**src/rtl/srf_pkg.sv**
```systemverilog
// srf_pkg: shared types, constants and helpers for the sample ring FIFO.
// No dependencies; used by srf_ctrl and sample_ring_fifo_top.
package srf_pkg;

    // Ring size (one slot always kept free) and burst cap
    localparam int SLOTS     = 1024;
    localparam int MAX_BURST = 64;

    // Field widths fixed by the interface
    localparam int CMD_W  = 2;
    localparam int DATA_W = 32;
    localparam int LEN_W  = 7;
    localparam int OCC_W  = 10;

    // Derived widths
    localparam int PTR_W = (SLOTS > 1) ? $clog2(SLOTS) : 1;
    localparam int CMP_W = ((PTR_W > LEN_W + 1) ? PTR_W : LEN_W + 1) + 1;

    // Command codes
    localparam logic [CMD_W-1:0] CMD_WRITE = 2'd0;
    localparam logic [CMD_W-1:0] CMD_FILL  = 2'd1;
    localparam logic [CMD_W-1:0] CMD_READ  = 2'd2;

    typedef logic [PTR_W-1:0] ptr_t;
    typedef logic [LEN_W-1:0] len_t;

    typedef enum logic [1:0] {
        ST_IDLE,
        ST_FILL,
        ST_READ
    } state_t;

    // One result item
    typedef struct packed {
        logic              accepted;
        logic [DATA_W-1:0] sample_out;
        logic              sample_valid;
        logic              last;
        logic [OCC_W-1:0]  occupancy;
    } res_t;

    // Advance a ring pointer with wrap at SLOTS
    function automatic ptr_t next_slot(input ptr_t p);
        ptr_t r;
        if (p == PTR_W'(SLOTS - 1))
            r = '0;
        else
            r = p + 1'b1;
        return r;
    endfunction

endpackage

```
**src/rtl/srf_ctrl.sv**
```systemverilog
// srf_ctrl: command sequencer for the sample ring FIFO: pointers, occupancy,
// block bookkeeping, fill and read bursts over the sample RAM.
// Depends on srf_pkg.
module srf_ctrl (
    input  logic                       clk,
    input  logic                       rst_n,
    // request side
    input  logic                       req_valid,
    output logic                       req_stall,
    input  logic [srf_pkg::CMD_W-1:0]  command,
    input  logic [srf_pkg::DATA_W-1:0] sample_value,
    input  logic [srf_pkg::LEN_W-1:0]  count,
    input  logic                       block_start,
    // result side
    input  logic                       out_ready,
    output logic                       res_load,
    output srf_pkg::res_t              res,
    // sample RAM
    output logic                       ram_we,
    output srf_pkg::ptr_t              ram_waddr,
    output logic [srf_pkg::DATA_W-1:0] ram_wdata,
    output logic                       ram_re,
    output srf_pkg::ptr_t              ram_raddr,
    input  logic [srf_pkg::DATA_W-1:0] ram_q
);

    srf_pkg::state_t           state_reg, state_next;
    srf_pkg::ptr_t             wp_reg, wp_next;
    srf_pkg::ptr_t             rp_reg, rp_next;
    srf_pkg::ptr_t             occ_reg, occ_next;
    logic                      blk_acc_reg, blk_acc_next;
    srf_pkg::len_t             blk_rem_reg, blk_rem_next;
    srf_pkg::len_t             op_rem_reg, op_rem_next;
    logic [srf_pkg::DATA_W-1:0] fill_val_reg, fill_val_next;
    logic                      rd_pend_reg, rd_pend_next;
    logic                      pend_last_reg, pend_last_next;

    logic                      take;
    srf_pkg::len_t             len;
    logic [srf_pkg::CMP_W-1:0] free_w;
    logic [srf_pkg::CMP_W-1:0] occ_w;
    logic [srf_pkg::CMP_W-1:0] len_w;
    logic [srf_pkg::CMP_W-1:0] owed_w;
    logic                      fit_blk;
    logic                      fit_fill;
    logic                      fit_read;
    logic                      blk_open;
    logic                      blk_go;
    srf_pkg::len_t             blk_rem;
    logic                      load_out;
    logic                      issue;

    // Control registers
    always_ff @(posedge clk or negedge rst_n)
    begin
        if (!rst_n)
        begin
            state_reg     <= srf_pkg::ST_IDLE;
            wp_reg        <= '0;
            rp_reg        <= '0;
            occ_reg       <= '0;
            blk_acc_reg   <= 1'b0;
            blk_rem_reg   <= '0;
            op_rem_reg    <= '0;
            rd_pend_reg   <= 1'b0;
            pend_last_reg <= 1'b0;
        end
        else
        begin
            state_reg     <= state_next;
            wp_reg        <= wp_next;
            rp_reg        <= rp_next;
            occ_reg       <= occ_next;
            blk_acc_reg   <= blk_acc_next;
            blk_rem_reg   <= blk_rem_next;
            op_rem_reg    <= op_rem_next;
            rd_pend_reg   <= rd_pend_next;
            pend_last_reg <= pend_last_next;
        end
    end

    // Fill value, payload only
    always_ff @(posedge clk)
    begin
        fill_val_reg <= fill_val_next;
    end

    // Space checks
    always_comb
    begin
        len      = (count > srf_pkg::LEN_W'(srf_pkg::MAX_BURST)) ?
                   srf_pkg::LEN_W'(srf_pkg::MAX_BURST) : count;
        occ_w    = srf_pkg::CMP_W'(occ_reg);
        free_w   = srf_pkg::CMP_W'(srf_pkg::SLOTS - 1) - occ_w;
        len_w    = srf_pkg::CMP_W'(len);
        owed_w   = blk_acc_reg ? srf_pkg::CMP_W'(blk_rem_reg) : '0;
        fit_blk  = (len_w <= free_w);
        fit_fill = (len_w + owed_w <= free_w);
        fit_read = (len_w <= occ_w);
    end

    // Next state and outputs
    always_comb
    begin
        state_next     = state_reg;
        wp_next        = wp_reg;
        rp_next        = rp_reg;
        occ_next       = occ_reg;
        blk_acc_next   = blk_acc_reg;
        blk_rem_next   = blk_rem_reg;
        op_rem_next    = op_rem_reg;
        fill_val_next  = fill_val_reg;
        rd_pend_next   = rd_pend_reg;
        pend_last_next = pend_last_reg;

        req_stall = !((state_reg == srf_pkg::ST_IDLE) && out_ready);
        take      = req_valid && !req_stall;

        ram_we    = 1'b0;
        ram_waddr = wp_reg;
        ram_wdata = sample_value;
        ram_re    = 1'b0;
        ram_raddr = rp_reg;

        res_load         = 1'b0;
        res.accepted     = 1'b0;
        res.sample_out   = '0;
        res.sample_valid = 1'b0;
        res.last         = 1'b1;
        res.occupancy    = srf_pkg::OCC_W'(occ_reg);

        blk_open = block_start || (blk_rem_reg != '0);
        blk_go   = block_start ? fit_blk : blk_acc_reg;
        blk_rem  = block_start ? len : blk_rem_reg;
        load_out = 1'b0;
        issue    = 1'b0;

        case (state_reg)
            srf_pkg::ST_IDLE:
            begin
                if (take)
                begin
                    res_load = 1'b1;
                    case (command)
                        srf_pkg::CMD_WRITE:
                        begin
                            // block element: length checked on the start element
                            res.accepted = blk_open && blk_go;
                            if (block_start)
                                blk_acc_next = fit_blk;
                            blk_rem_next = blk_rem;
                            if (blk_rem != '0)
                            begin
                                blk_rem_next = blk_rem - 1'b1;
                                if (blk_go)
                                begin
                                    ram_we        = 1'b1;
                                    wp_next       = srf_pkg::next_slot(wp_reg);
                                    occ_next      = occ_reg + 1'b1;
                                    res.occupancy = srf_pkg::OCC_W'(occ_next);
                                end
                            end
                        end
                        srf_pkg::CMD_FILL:
                        begin
                            // result goes out now with the final occupancy
                            res.accepted = fit_fill;
                            if (fit_fill)
                            begin
                                occ_next      = srf_pkg::PTR_W'(occ_w + len_w);
                                res.occupancy = srf_pkg::OCC_W'(occ_w + len_w);
                                if (len != '0)
                                begin
                                    state_next    = srf_pkg::ST_FILL;
                                    op_rem_next   = len;
                                    fill_val_next = sample_value;
                                end
                            end
                        end
                        srf_pkg::CMD_READ:
                        begin
                            res.accepted = fit_read;
                            if (fit_read && (len != '0))
                            begin
                                res_load    = 1'b0;
                                state_next  = srf_pkg::ST_READ;
                                op_rem_next = len;
                            end
                        end
                        default:
                        begin
                            res.accepted = 1'b0;
                        end
                    endcase
                end
            end
            srf_pkg::ST_FILL:
            begin
                // one write per cycle
                ram_we      = 1'b1;
                ram_wdata   = fill_val_reg;
                wp_next     = srf_pkg::next_slot(wp_reg);
                op_rem_next = op_rem_reg - 1'b1;
                if (op_rem_reg == srf_pkg::LEN_W'(1))
                    state_next = srf_pkg::ST_IDLE;
            end
            srf_pkg::ST_READ:
            begin
                // RAM data waiting in ram_q moves to the output register
                load_out = rd_pend_reg && out_ready;
                issue    = (op_rem_reg != '0) && (!rd_pend_reg || load_out);
                if (load_out)
                begin
                    res_load         = 1'b1;
                    res.accepted     = 1'b1;
                    res.sample_out   = ram_q;
                    res.sample_valid = 1'b1;
                    res.last         = pend_last_reg;
                    rd_pend_next     = 1'b0;
                end
                if (issue)
                begin
                    ram_re         = 1'b1;
                    rp_next        = srf_pkg::next_slot(rp_reg);
                    occ_next       = occ_reg - 1'b1;
                    op_rem_next    = op_rem_reg - 1'b1;
                    pend_last_next = (op_rem_reg == srf_pkg::LEN_W'(1));
                    rd_pend_next   = 1'b1;
                end
                if (load_out && (op_rem_reg == '0))
                    state_next = srf_pkg::ST_IDLE;
            end
            default:
            begin
                state_next = srf_pkg::ST_IDLE;
            end
        endcase
    end

    // Occupancy never passes the usable capacity
    a_occ_cap: assert property (@(posedge clk) disable iff (!rst_n)
        srf_pkg::CMP_W'(occ_reg) <= srf_pkg::CMP_W'(srf_pkg::SLOTS - 1))
        else $error("occupancy above capacity");

    // Write and read bursts never overlap on the RAM
    a_no_rw: assert property (@(posedge clk) disable iff (!rst_n)
        !(ram_we && ram_re))
        else $error("RAM read and write in the same cycle");

    // Pending read data only exists inside a read burst
    a_pend_read: assert property (@(posedge clk) disable iff (!rst_n)
        rd_pend_reg |-> (state_reg == srf_pkg::ST_READ))
        else $error("read data pending outside read burst");

    // A read issue always leaves data pending for the next cycle
    a_issue_pend: assert property (@(posedge clk) disable iff (!rst_n)
        ram_re |=> rd_pend_reg)
        else $error("issued read lost");

endmodule

```
**config.mk**
```make
export PLATFORM = sky130hd
export DESIGN_NAME = srf_ctrl
export DESIGN_NICKNAME = d
export VERILOG_FILES = /design/src/rtl/srf_pkg.sv /design/src/rtl/srf_ctrl.sv
export SDC_FILE = /design/constraint.sdc
export NUM_CORES = 1
export LEC_CHECK = 0
export BUFFER_PORTS_ARGS = -buffer_cell sky130_fd_sc_hd__clkbuf_2
export CORE_MARGIN = 2
export CORE_UTILIZATION = 53
export CTS_CLUSTER_DIAMETER = 200
export DETAILED_ROUTE_END_ITERATION = 10
export GPL_TIMING_DRIVEN = 0
export MAX_ROUTING_LAYER = met4
export PLACE_DENSITY = 0.82
export SLEW_MARGIN = 20
export SYNTH_ARGS = -nofsm -noshare
export SYNTH_HDL_FRONTEND = slang
export SYNTH_SLANG_ARGS = --single-unit
```
**constraint.sdc**
```tcl
create_clock -name clk -period 5.4 [get_ports clk]
set_input_delay 0.54 -clock clk [delete_from_list [all_inputs] [get_ports clk]]
set_output_delay 0.54 -clock clk [all_outputs]
set_load 0.02 [all_outputs]
```
Yosys cells after proc, flatten, opt, wreduce, memory -nomap -nowiden. Cells that the tools add are included.

Output and inout bits: 101. Input port bits: 78. Register bits: 81. Word-level logic and storage cells: 126.

Muxes and demuxes: 55. Reductions and logical operators: 30. $add $sub $neg: 9. Order comparisons: 4. Eq/ne operators: 18.

Operators with widths (number): 10-bit 2-to-1 mux (12); 7-bit 2-to-1 mux (9); 10-bit case mux with 2 select lines (3); 35-bit 2-to-1 mux (1); 34-bit 2-to-1 mux (1); 32-bit 2-to-1 mux (1); 10-bit by 1-bit adder with 10-bit output, second input constant (3); 7-bit nonzero test (4); 7-bit case mux with 3 select lines (1); 10-bit equality test, second input constant (2); 1-bit 2-to-1 mux (14); 7-bit case mux with 2 select lines (1); 7-bit AND reduction (2); 7-bit by 1-bit subtractor with 7-bit output, second input constant (2); 2-bit 2-to-1 mux (6); 7-bit by 11-bit <= comparator with 1-bit output (1); 8-bit by 11-bit <= comparator with 1-bit output (1); 10-bit by 10-bit subtractor with 11-bit output, first input constant (1); 10-bit by 7-bit adder with 10-bit output (1); 7-bit by 10-bit <= comparator with 1-bit output (1); 2-bit inequality test, second input constant (5); 5-bit AND reduction (2); 10-bit by 1-bit subtractor with 10-bit output, second input constant (1); 3-bit inequality test, second input constant (3); other kinds (20) (38).

Logic depth before layout (Yosys ltp). Gate-level depths: netlist of run 1.

Word-level depth: 9. Gate-level depth with buffers: 22. Gate-level depth less buffers: 20.

Worst setup path after synthesis of run 1. OpenSTA, ideal clock, no wires.

Path type: input port to flip-flop. From: in count[6] in the netlist's numbering. To: reg fill_val_reg[0] in the netlist's numbering, enable pin. Stages on the path: 18. Library setup time: 0.421 ns. Arrival time: 4.542 ns. Data required time: 4.979 ns. Setup slack: 0.437 ns. Cell sequence: buf_2 > inv_1 > nand2_1 > inv_1 > ha_1 > a21o_1 > a21oi_1 > o21bai_1 > a21oi_1 > nor2b_1 > o21ai_0 > nand2b_1 > ha_1 > o211a_1 > o21ai_0 > a31o_2 > nand3_1 > nor2_1.

Word-level cells in the longest chain between the ends: 5. Elaborated cells on any way between the ends: 6. Classes of those cells: add/sub (1); order compare (2); mux (1); reduce/logical (2).

Ends and longest elaborated chain: from (decl) (RTL line srf_ctrl.sv:12) `input logic [srf_pkg::LEN_W-1:0] count,`; 7-bit greater-than comparator (RTL line srf_ctrl.sv:91) `len = (count > srf_pkg::LEN_W'(srf_pkg::MAX_BURST)) ?`; 7-bit 2-to-1 mux (*) (RTL line srf_ctrl.sv:91); 7-bit by 7-bit adder with 8-bit output (RTL line srf_ctrl.sv:98) `fit_fill = (len_w + owed_w <= free_w);`; 8-bit by 11-bit <= comparator with 1-bit output (RTL line srf_ctrl.sv:98); 5-bit AND reduction (no line) (*); to (signal assigned) (RTL line srf_ctrl.sv:85) `fill_val_reg <= fill_val_next;`; to (decl) (RTL line srf_ctrl.sv:34) `logic [srf_pkg::DATA_W-1:0] fill_val_reg, fill_val_next;`.

Every way passes the cells marked *; elsewhere a longest branch is shown, timed or not. A chain may end at the register's enable or synchronous reset.

==> results of run 1 <==
==> path summary, 6_finish.rpt <==
path | slack (ns) | end | start | cells after the start
max | 0.27 | res[9] | count[6] | 22
max in group asynchronous | 4.67 | occ_reg[8]$_DFFE_PN0P_ | rst_n | 1
max reg2reg | 1.16 | op_rem_reg[5]$_DFFE_PN0P_ | blk_acc_reg$_DFFE_PN0P_ | 19
min reg2reg | 0.48 | pend_last_reg$_DFFE_PN0P_ | pend_last_reg$_DFFE_PN0P_ | 2
min in group clk | 0.38 | fill_val_reg[20]$_DFFE_PP_ | sample_value[20] | 1
min | 0.26 | ram_waddr[2]$_DFFE_PN0P_ | rst_n | 1
==> critical path, cell delays in order <==
cell and delay (ns):
clkbuf_2 0.14, buf_2 0.23, inv_1 0.11, nand2_1 0.23, inv_2 0.14, ha_1 0.31
a21o_1 0.18, a21oi_1 0.22, o21bai_1 0.10, a21oi_1 0.25, nor2b_1 0.09, o21ai_0 0.19
nand2b_1 0.11, ha_1 0.30, o211a_1 0.21, o21ai_1 0.13, a32oi_2 0.15, a21oi_1 0.26
a41oi_2 0.11, nor3_1 0.24, xor2_1 0.16, clkbuf_2 0.18
==> through the flow <==
step | hold WS (ns) | std cells | TNS, ns
2_1_floorplan | 0.244 | 663 | 0
3_3_place_gp | 0.457 | 984 | -28.28
3_5_place_dp | 0.463 | 985 | -0.0619
4_1_cts | 0.278 | 1001 | 0
5_1_grt | 0.320 | 1005 | 0
6_report | 0.258 | 1005 | 0
==> routing by layer <==
metal | vias up | routed length (µm) | global-route usage, %
met5 | - | 0 | -
met3 | 46 | 1310 | 3.61
li1 | 2803 | - | -
met4 | 0 | 456 | 10.7
met1 | 2655 | 7380 | 37.4
met2 | 271 | 7640 | 42.5
==> power breakdown <==
group	internal [mW]	switching, mW
Sequential	0.770	0.179
Clock	0.368	0.278
Combinational	0.757	1.16
==> final cells by class <==
type / instances / area, µm² / share of cell area, %
inverter: 35 / 131 / 1.74
timing repair buffer: 183 / 951 / 12.6
tap: 143 / 179 / 2.37
multi-input combinational: 520 / 3680 / 48.7
clock inverter: 7 / 86.3 / 1.14
sequential: 81 / 2190 / 29.0
clock buffer: 9 / 225 / 2.98
buffer: 27 / 110 / 1.46
==> cells in the final DEF, fill, tap and decap left out, types with 12 or more instances in the layout <==
cell / netlist / final
and2_1: 41 / 41
inv_1: 32 / 31
and3_1: 12 / 12
clkbuf_1: 18 / 18
a21oi_1: 31 / 31
nand2_1: 62 / 62
ha_1: 46 / 46
o21ai_0: 37 / 35
nand3_1: 19 / 18
clkbuf_2: 1 / 178
xnor2_1: 24 / 24
nor3_1: 13 / 13
mux2_2: 35 / 35
edfxtp_1: 32 / 32
nor2_1: 47 / 46
dfrtp_1: 49 / 49
==> what timing repair did <==
action	in CTS	in global routing
cloned	0	0
setup endpoints to repair	2	6
resized for setup	1	5
setup buffers	0	4
pin swaps	0	1
==> cells by family after synthesis <==
family                     after synthesis  share of synthesized area (%)
AOI/OAI and AO/OA                      149                           16.9
xor gates and xnor gates                34                           4.90
adders and majority gates               48                           10.1
buffers and inverters                   62                           3.97
DFF                                     81                           36.0
muxes                                   41                           7.47
and+or+nand+nor                        248                           20.7
==> summary.txt, run 1 <==
Cell count after synthesis: 663
Most common cell in the netlist: nand2_1
Dpl cell area: 7190 µm²
Clk_lat worst skew: 0.35 ns
Gr usage total: 27.6%
Setup Viol. Count Final: 0
Register area share after synthesis: 36.0%
CTS max path bufs: 2
Slew headroom: 46.2%
Syn_nets: 789
Warnings from Yosys: 0
RSZ-0062 raised after global routing: no
Overall power: 3.52 mW
Leading area contributor after synthesis: dfrtp_1
Via Count: 5775
Max Freq: 195 MHz
Post-DRT Antenna Nets: 0
CTS Buf Count: 9
Type of origin of the critical path: input pin
Critical path capture point type: primary output
Synthesis-to-layout area growth: 24.1%
Max FO, Critical Path: 9
First-pass GRT wire length: 27.0 mm
Status: complete, no violations
Residual DRC: 0
Worst-Margin Slew: 0.799 ns
Post-CTS Hold Fix Bufs: 0
Power Dens Cells: 466 nW/µm²
Clock skew: 0.0147 ns
Nets@finish: 983
Critical path arrival: 4.59 ns
Final Routed Wirelength: 16.8 mm
Initial DRC count: 408
Clk sinks: 81
Layout cell share with drive strength beyond 1: 29.6%
Number of hold violations in the final report: 0
Final Max Slew Viols: 0
CTS Root Cell: clkbuf_16
PnR worst setup slack: 0.271 ns
Chip Width: 111 µm
CTS H-Tree Depth: 3
Ranking of synthesized cells by area: dfrtp_1, edfxtp_1, ha_1
HPWL after DPL: 12.8 mm
CTS tree: built
Post-Syn Area per Cell: 9.17 µm²
First-pass DRT Iterations: 6
CP required: 4.86 ns
IO Pins: 179
IO Port Bufs: 178
Asr flop ratio synth: 60.5%
Netlist Area Pre-Place: 6080 µm²
Final Cycle Share: 95.0%
Initial Util: 53.7%
Area share of the leading cell type in the synthesized netlist: 20.2%
Vias in the first global route: 5358
GPL Wtd Cong: 1.04
Final Core Density: 66.7%
Synthesis-stage register bit count: 81
Max_cap viols: 0
Design Area, Final: 7550 µm²
Peak supply drop: 0.306 mV
Max FFs per register: 32
Synth top cells by count: nand2_1, dfrtp_1, nor2_1
Core area: 11300 µm²
Cell Rows: 39
Dpl ws: -0.0372 ns
Ant diodes: 0
Yosys cell types: 67
Number of flops mapped to enable cells by yosys: 32
Setup CP Type: input pin to primary output
Top FF cell, synth: dfrtp_1
Leakage Power: 3.51 nW
Fill count: 951
Initial antenna violation count: 0
Min Tclk post-route: 5.13 ns
Die area: 12300 µm²
Wirelength per Cell: 16.7 µm
Reg clk slew, reported paths: 0.07 ns
Worst Hold Class: input pin to async pin
Grt total ovfl: 0
Chip height: 111 µm
Vias/cell: 5.75
Largest net degree at the start of global routing: 50
Power figures use the tool's default switching activity.
==> run 2, diff against run 1 <==
Settings changed: CORE_MARGIN 2 to default.
==> summary.txt, run 2 (synthesis results as in run 1) <==
IO Pins: 179
Final Routed Wirelength: 17.3 mm
CTS Buf Count: 9
Setup slack, reg-to-reg: 1.06 ns
Wirelength per Cell: 17.3 µm
Peak supply drop: 0.283 mV
Max Freq: 192 MHz
Layout cell share with drive strength beyond 1: 29.5%
Final Max Slew Viols: 0
CTS tree: built
First-pass DRT Iterations: 7
Vias/cell: 5.88
Power Dens Cells: 468 nW/µm²
First-pass GRT wire length: 26.9 mm
FF-to-FF path depth: 20
Setup Viol. Count Final: 0
Clk sinks: 81
Clock skew: 0.00704 ns
Initial Util: 55.1%
Most frequent cells in the layout: clkbuf_2, nand2_1, dfrtp_1
Worst Hold Class: input pin to async pin
CTS H-Tree Depth: 3
Core area: 11000 µm²
Design Area, Final: 7520 µm²
Synthesis-to-layout area growth: 23.7%
Commonest non-fill, non-tap cell in the layout: clkbuf_2
Via Count: 5886
Reg clk slew, reported paths: 0.06 ns
CP required: 4.86 ns
CTS Root Cell: clkbuf_16
Largest net degree at the start of global routing: 50
Post-Layout Cell Count: 1001
Die area: 11900 µm²
Max_cap viols: 0
Type of origin of the critical path: input pin
GPL Wtd Cong: 1.02
Cell Rows: 38
Met3 GRT Util: 5.44%
Final Cycle Share: 96.6%
Post-DRT Antenna Nets: 0
Max FFs per register: 32
Critical path arrival: 4.67 ns
Total placed cells including tap cells: 982
Initial antenna violation count: 0
Critical R2R Launch: blk_acc_reg$_DFFE_PN0P_
Initial DRC count: 476
Chip Width: 109 µm
Vias in the first global route: 5433
Status: complete, no violations
Worst-Margin Slew: 0.862 ns
CTS max path bufs: 2
Leakage Power: 3.50 nW
Chip height: 109 µm
Residual DRC: 0
Nets@finish: 982
GR peak layer: met2
Number of hold violations in the final report: 0
Setup CP Type: input pin to primary output
Met1 Resource Use GR: 38.9%
Grt total ovfl: 0
Met2 Use GR: 48.2%
Slew headroom: 42.4%
Max FO, Critical Path: 9
IO Port Bufs: 178
HPWL after DPL: 13.5 mm
Dpl cell area: 7180 µm²
Critical path capture point type: primary output
Clk_lat worst skew: 0.34 ns
RR Endpoint: op_rem_reg[5]$_DFFE_PN0P_
Ant diodes: 0
Min Tclk post-route: 5.21 ns
Gr usage total: 30.4%
run 2: cell types whose count changed in the layout (fill, tap and decap cells not counted), sizes merged:
cell	previous run	this run
clkinv	4	3
buf	13	12
clkinvlp	1	2
run 2: metrics by stage:
stage	power (mW)	setup TNS [ns]	utilization [%]	hold WS, ns	worst slack (ns)
after floorplan	2.28	0	-	0.244	0.437
after global placement	2.78	-25.28	64.8	0.463	-0.791
after detailed placement	2.85	0	65.1	0.477	0.0668
after CTS	3.48	0	67.8	0.296	0.0488
after global routing	3.76	-0.00368	68.2	0.331	-0.00368
final	3.52	0	68.2	0.263	0.186
run 2: area by class of cell:
type	count	area (µm²)
multi-input combinational	520	3680
tap	140	175
timing repair buffer	182	936
buffer	27	110
clock buffer	9	225
clock inverter	7	75.1
fill	874	3510
inverter	35	131
sequential	81	2190
run 2: power breakdown:
| group | total, mW | switching, mW | internal [mW] |
|---|---|---|---|
| Sequential | 0.953 | 0.183 | 0.771 |
| Clock | 0.618 | 0.257 | 0.361 |
| Combinational | 1.95 | 1.19 | 0.765 |
run 2: timing repair:
action                     CTS  global route
setup endpoints to repair    0             7
hold buffers                 0             0
gates resized for setup      0             6
buffers inserted             0             3
run 2: worst max-delay path, stage by stage:
cell	delay, ns
clkbuf_2	0.12
buf_2	0.23
inv_1	0.12
nand2_1	0.20
inv_1	0.20
ha_1	0.35
a21o_1	0.20
a21oi_2	0.18
o21bai_1	0.08
a21oi_1	0.24
nor2b_1	0.09
o21ai_0	0.16
nand2b_1	0.09
ha_1	0.31
nand4_1	0.08
o21ai_0	0.28
a31o_2	0.30
o21ai_2	0.14
a211oi_1	0.39
o21ai_0	0.17
clkbuf_2	0.19
run 2: metal layers:
layer	up-vias	part of all wire [%]
met1	2815	42
met3	29	7.6
li1	2786	-
met5	-	0
met4	0	1.6
met2	256	48
run 2: how the worst max path moves through the flow:
stage / start / end / slack [ns]
after floorplan: count[6] / fill_val_reg[0]$_DFFE_PP_ / 0.44
after CTS: count[6] / res[3] / 0.05
after detailed placement: count[6] / res[3] / 0.07
after global placement: count[6] / fill_val_reg[16]$_DFFE_PP_ / -0.79
final: count[6] / res[4] / 0.19
after global routing: count[6] / res[4] / -0.004
